===== src/rtl/core/spv_pkg.sv =====
// ----------------------------------------------------------------------------
// spv_pkg
// Shared types, codes and constants for the sample playback voice core.
// ----------------------------------------------------------------------------
package spv_pkg;

    // Default sample memory depth in entries.
    localparam int SAMPLE_DEPTH_DEF = 65536;

    // Configuration port geometry.
    localparam int CFG_IDX_W  = 3;
    localparam int CFG_DATA_W = 24;

    // Configuration register indexes.
    localparam logic [CFG_IDX_W-1:0] CFG_SAMPLE_COUNT  = 3'd0;
    localparam logic [CFG_IDX_W-1:0] CFG_START_INDEX   = 3'd1;
    localparam logic [CFG_IDX_W-1:0] CFG_END_INDEX     = 3'd2;
    localparam logic [CFG_IDX_W-1:0] CFG_STEP_SIZE     = 3'd3;
    localparam logic [CFG_IDX_W-1:0] CFG_PLAY_BACKWARD = 3'd4;
    localparam logic [CFG_IDX_W-1:0] CFG_OUTPUT_LEVEL  = 3'd5;
    localparam logic [CFG_IDX_W-1:0] CFG_PAN_POSITION  = 3'd6;

    // Register reset values.
    localparam logic [23:0] STEP_SIZE_RST    = 24'd65536;
    localparam logic [15:0] OUTPUT_LEVEL_RST = 16'd32768;
    localparam logic [15:0] PAN_POSITION_RST = 16'd16384;

    // Q1.15 unity gain.
    localparam logic [15:0] UNITY_Q15 = 16'd32768;

    // Request opcodes.
    typedef enum logic [1:0] {
        OP_WRITE    = 2'd0,
        OP_NOTE_ON  = 2'd1,
        OP_NOTE_OFF = 2'd2,
        OP_TICK     = 2'd3
    } opcode_t;

    // One request on the command channel.
    typedef struct packed {
        opcode_t            opcode;
        logic [15:0]        write_address;
        logic signed [15:0] write_sample;
        logic [15:0]        note_velocity;
        logic [15:0]        envelope_value;
    } cmd_item_t;

    // One item on the result channel.
    typedef struct packed {
        logic signed [15:0] left_out;
        logic signed [15:0] right_out;
        logic               voice_active;
    } res_item_t;

    // Controller states.
    typedef enum logic [2:0] {
        ST_IDLE,
        ST_READ_A,
        ST_READ_B,
        ST_INTERP,
        ST_SCALE,
        ST_FINISH
    } state_t;

    // Commands from the controller to the datapath.
    typedef struct packed {
        logic capture;
        logic read_a;
        logic read_b;
        logic interp;
        logic scale;
        logic commit;
    } dp_cmd_t;

    // Status from the datapath to the controller.
    typedef struct packed {
        logic tick_live;
    } dp_stat_t;

endpackage


===== src/rtl/core/spv_ctrl.sv =====
// ----------------------------------------------------------------------------
// spv_ctrl
// Sequencer for the voice: steps a tick through its memory reads and
// arithmetic stages and owns the result channel valid flag.
// ----------------------------------------------------------------------------
module spv_ctrl (
    input  logic              clk,
    input  logic              rst_n,
    input  logic              cmd_valid,
    output logic              cmd_stall,
    output logic              res_valid,
    input  logic              res_stall,
    input  spv_pkg::dp_stat_t dp_stat,
    output spv_pkg::dp_cmd_t  dp_cmd
);

    spv_pkg::state_t state_reg;
    spv_pkg::state_t state_next;
    logic            out_valid_reg;
    logic            out_valid_next;
    logic            out_free;

    // State and result valid registers.
    always_ff @(posedge clk or negedge rst_n)
    begin
        if (!rst_n)
        begin
            state_reg     <= spv_pkg::ST_IDLE;
            out_valid_reg <= 1'b0;
        end
        else
        begin
            state_reg     <= state_next;
            out_valid_reg <= out_valid_next;
        end
    end

    // The result register is free when empty or being taken this cycle.
    assign out_free = !out_valid_reg || !res_stall;

    // Next state and datapath commands.
    always_comb
    begin
        state_next = state_reg;
        dp_cmd     = '0;
        case (state_reg)
            spv_pkg::ST_IDLE:
            begin
                if (cmd_valid)
                begin
                    dp_cmd.capture = 1'b1;
                    state_next     = dp_stat.tick_live ? spv_pkg::ST_READ_A
                                                       : spv_pkg::ST_FINISH;
                end
            end
            spv_pkg::ST_READ_A:
            begin
                dp_cmd.read_a = 1'b1;
                state_next    = spv_pkg::ST_READ_B;
            end
            spv_pkg::ST_READ_B:
            begin
                dp_cmd.read_b = 1'b1;
                state_next    = spv_pkg::ST_INTERP;
            end
            spv_pkg::ST_INTERP:
            begin
                dp_cmd.interp = 1'b1;
                state_next    = spv_pkg::ST_SCALE;
            end
            spv_pkg::ST_SCALE:
            begin
                dp_cmd.scale = 1'b1;
                state_next   = spv_pkg::ST_FINISH;
            end
            spv_pkg::ST_FINISH:
            begin
                if (out_free)
                begin
                    dp_cmd.commit = 1'b1;
                    state_next    = spv_pkg::ST_IDLE;
                end
            end
            default:
            begin
                state_next = spv_pkg::ST_IDLE;
            end
        endcase
    end

    // A committed request fills the result register; a taken one empties it.
    assign out_valid_next = dp_cmd.commit || (out_valid_reg && res_stall);

    assign cmd_stall = (state_reg != spv_pkg::ST_IDLE);
    assign res_valid = out_valid_reg;

endmodule


===== config.mk =====
export PLATFORM = sky130hd
export DESIGN_NAME = spv_ctrl
export DESIGN_NICKNAME = d
export VERILOG_FILES = /design/src/rtl/core/spv_pkg.sv /design/src/rtl/core/spv_ctrl.sv
export SDC_FILE = /design/constraint.sdc
export NUM_CORES = 1
export LEC_CHECK = 0
export BUFFER_PORTS_ARGS = -buffer_cell sky130_fd_sc_hd__buf_2
export CELL_PAD_IN_SITES_DETAIL_PLACEMENT = 1
export CELL_PAD_IN_SITES_GLOBAL_PLACEMENT = 1
export CORE_AREA = 5 5 42 44
export DETAILED_ROUTE_END_ITERATION = 8
export DIE_AREA = 0 0 47 49
export PLACE_DENSITY = 0.58
export SYNTH_ARGS = -nofsm -noshare
export SYNTH_HDL_FRONTEND = slang
export SYNTH_SLANG_ARGS = --single-unit
export TNS_END_PERCENT = 10

===== constraint.sdc =====
create_clock -name clk -period 2.7 [get_ports clk]
set_clock_uncertainty 0.2 [all_clocks]
set_input_delay 0.54 -clock clk [delete_from_list [all_inputs] [get_ports clk]]
set_output_delay 0.54 -clock clk [all_outputs]
set_load 0.005 [all_outputs]

# == Word level (Yosys, flattened, before mapping) ==
# Cells that the tools add are included.
# totals
regBits,4
input_bits,5
elab_cells,29
output_inout_bits,8
# op_classes
n_reduce_logical,8
mux,12
n_eq_ne,7
# ops
op,n
$pmux 3 s6,1
$mux 3,3
$mux 1,8
$eq 3x2->1 const B,2
$eq 3x3->1 const B,2
$ne 2x2->1 const B,2
$eq 3x1->1 const B,1
$logic_not 3->1,1
$reduce_bool 3->1,1
$logic_not 1->1,2
$logic_or 1x1->1,2
$reduce_and 2->1,1
$logic_and 1x1->1,1

# == Longest topological paths before layout ==
# depth
word_depth,5
depth_mapped,3
depth_no_buf,3

# == Least setup slack after synthesis ==
# Ideal clock, no wire load.
# synth_path
kind,register to output
start,reg state_reg[2]
end,out dp_cmd[5] (netlist bit)
path_stages_with_launch,4
arrival_ns,0.939
path_slack_ns,1.021
path_buffers,1
path_cell_list,dfrtp_1 > buf_6 > or3_4 > nor2_2
# synth_lines
element,line_no,text
from (decl),spv_ctrl.sv:17,spv_pkg::state_t state_reg;
from (signal assigned),spv_ctrl.sv:28,state_reg <= spv_pkg::ST_IDLE;
from (signal assigned),spv_ctrl.sv:33,state_reg <= state_next;
to (decl),spv_ctrl.sv:14,output spv_pkg::dp_cmd_t dp_cmd

==> impl_results.md <==
- Status: completed
- Setup TNS: 0 ps
- Fillers: about 180
- Critical Path RT: ~2000 ps
- Die footprint: 2300 um^2
- Die Y: around 50 um
- TritonCTS buffer count: 3
- GR Util All Layers: ~6.8%
- Routed length per placed instance: approximately 11 um
- Post-route ant nets: 0
- Syn Std Cell Area: between 200 and 250 um^2
- Finish-stage setup viols: 0
- Worst-path clk slew: approximately 40 ps
- Final WL: 623 um
- PortBufs: 12
- Placed cells: 53
- Via count: 242
- I/O pins: 13
- Worst VDD drop: around 0.00048 V
- Seq cells post-synth: 4
- Final Hold Fails: 0
- Max Cap Violations: 0
- Layout cells sized above 1: between 40% and 50%
- Post-synthesis compound-gate area fraction: around 7.5%
- Post-synthesis mux area share: 0%
- Ant. Diodes: 0
- Post-synth EDFFs: 0
- Share of Yosys cell area claimed by the top area cell type: roughly 40%
- FMAX: 497 MHz
- Net Sw Frac: a little under 40%
- XOR/XNOR share of the synthesized area: 0%
- Mean post-synth cell area: ~9.6 um^2
- Iteration-0 DRC count of the detailed router: 3
- Post-Synth Simple-Gate Area: a little under half
- Slowest stage cell, crit path: dfrtp_1
- Top post-synthesis cells by count: 4 x dfrtp_1, 3 x nand2_1, 2 x nand3b_1, 2 x nor2_1, 2 x nor3b_2
- Final Util: 25.0%
- Via count of the first global-routing pass: between 200 and 250
- RSZ-0062 raised after global routing: false
- Initial antenna violation count: 0
- PD cells: about 1100 nW/um^2
- Root buffer cell: clkbuf_4
- Synth area leaders: dfrtp_1 40%, nor3b_2 10%, nand3b_1 6.0%, buf_6 4.5%, nand2_1 4.5%
- CORE AREA: 1400 um^2
- Worst-path fanout max: 11
- Period utilization: 74.5%
- Final Non-Filler Cells: 57
- Crit. End Element: primary output
- CTS Sinks: 4
- Most common cell in the synthesized netlist: dfrtp_1
- Largest net degree at the start of global routing: 12
- CTS resizes: 0
- Cells along the critical path: or3_4 -> nor2_2 -> buf_2
- Synth unique cells: 18
- Htree depth: 1
- Slew Limit Fails: 0
- Cell accounting for the most synthesized area: dfrtp_1
- Via-per-instance ratio: around 4.2
- First-pass detailed-route iteration total: 2
- Ys Warns: 0
- Prevailing post-synth register cell: dfrtp_1
- Seq/Total Area, Yosys: roughly 40%
- Clock network fraction of design power: 20.4%
- Clk buf depth: 2
- # rows: 14
- Ys async rst share: between 90% and 100%
- Synth Instances: 26
- DRC: 0
- Largest family of logic cells by synthesized area: simple AND/OR/NAND/NOR gates
- Area Growth Syn to Fin: 40.7%
- Worst Tran Pin Value: 316 ps
- Switching pwr: ~0.14 mW
- Sequential fraction of design power: a little under two fifths
- CTS tree: yes
- Max stage delay on crit path: around 480 ps
- Synth Area in Adders: 0%
- Critical path class: reg2out
- Period minus WS final: 2010 ps
- Initial Util: 17.8%
- Global placer's final weighted congestion: 0.632
- Nets@finish: 48
- First-pass GRT wire length: 1.04 mm
- Max FFs per register: 3
- Die span in x: about 47 um
- Hold/Removal Path Class: in2reg
- Logic pwr share: 41.2%
- Max transition margin: around four fifths
- Int Pwr: 0.229 mW
- GRT overflow: 0
- Crit path arrival time: 1270 ps
- Clk Latency, worst-skew pair: about 240 ps
- CP Launch Type: flip-flop
- P_leak: approximately 0.18 nW
- Post-synth net total: 31
==> cells in the final DEF, fill, tap and decap left out, drive strengths merged <==
cell and instances:
dfrtp 4, o21ai 1, inv 1, a221oi 1, or2 1, buf 12
nand2 3, nand4b 1, a21oi 1, clkbuf 3, nand3b 2, and2 1
nor3b 2, dlygate4sd3 1, nand3 1, or3 1, nor2 3, nor2b 1
nor3 1
==> critical path: cells and delay by family (launching register included) <==
| kind | cells | cell delay [ps] |
|---|---|---|
| and+or+nand+nor | 2 | 440 |
| DFF | 1 | 480 |
| buffers and inverters | 1 | 110 |
==> per-stage QoR <==
stage                     hold slack [ps]  power (mW)  cell area [um^2]  worst slack [ps]
final                                 354       0.373               350               689
after global placement                148       0.296               318               938
after detailed placement              151       0.300               318               924
after floorplan                      44.4       0.240               249              1020
after CTS                             347       0.384               350               665
after global routing                  347       0.417               350               605
==> power by group through the flow <==
stage	registers (mW)	logic, mW	clock network (mW)
finish	0.143	0.154	0.0759
global route	0.154	0.176	0.0862
CTS	0.143	0.158	0.0817
detailed placement	0.144	0.156	0
global placement	0.142	0.154	0
floorplan	0.123	0.117	0
==> final cells by class <==
type / count / area (um^2) / area share (%)
Multi-Input combinational cell: 20 / 134 / 38.2
Sequential cell: 4 / 100 / 28.6
Clock buffer: 3 / 22.5 / 6.43
Tap cell: 16 / 20.0 / 5.71
Timing Repair Buffer: 13 / 70.1 / 20.0
Inverter: 1 / 3.75 / 1.07
==> kinds of logic (layout without fill, tap and decap cells) <==
group | count (synthesis) | count (layout)
AO/OA/AOI/OAI | 3 | 3
flip-flops | 4 | 4
AND/OR/NAND/NOR | 17 | 17
buffers and inverters | 2 | 17
==> repair_timing <==
| item | in CTS | in global routing |
|---|---|---|
| buffers inserted | 0 | 0 |
| endpoints found under the hold margin | 4 | 0 |
| setup endpoints to repair | 0 | 0 |
| hold buffers | 1 | 0 |
==> routing by layer <==
layer | wire (um) | GRT usage (%)
met1 | 297 | 9.33
met2 | 246 | 7.24
met3 | 79 | 5.90
met4 | 0 | 2.76
met5 | 0 | 0
==> final timing paths <==
path                                    from           end  slack, ps  depth (start not counted)
worst max-delay path            state_reg[2]     dp_cmd[5]        690                          3
worst min-delay path               res_stall     res_valid        350                          3
worst max register to register  state_reg[2]  state_reg[0]       1480                          2
worst min register to register     res_valid     res_valid        360                          2
max in group asynchronous              rst_n  state_reg[1]       1740                          2
min in group asynchronous              rst_n     res_valid        440                          2
No activity file was read; power rests on OpenSTA's default activity.
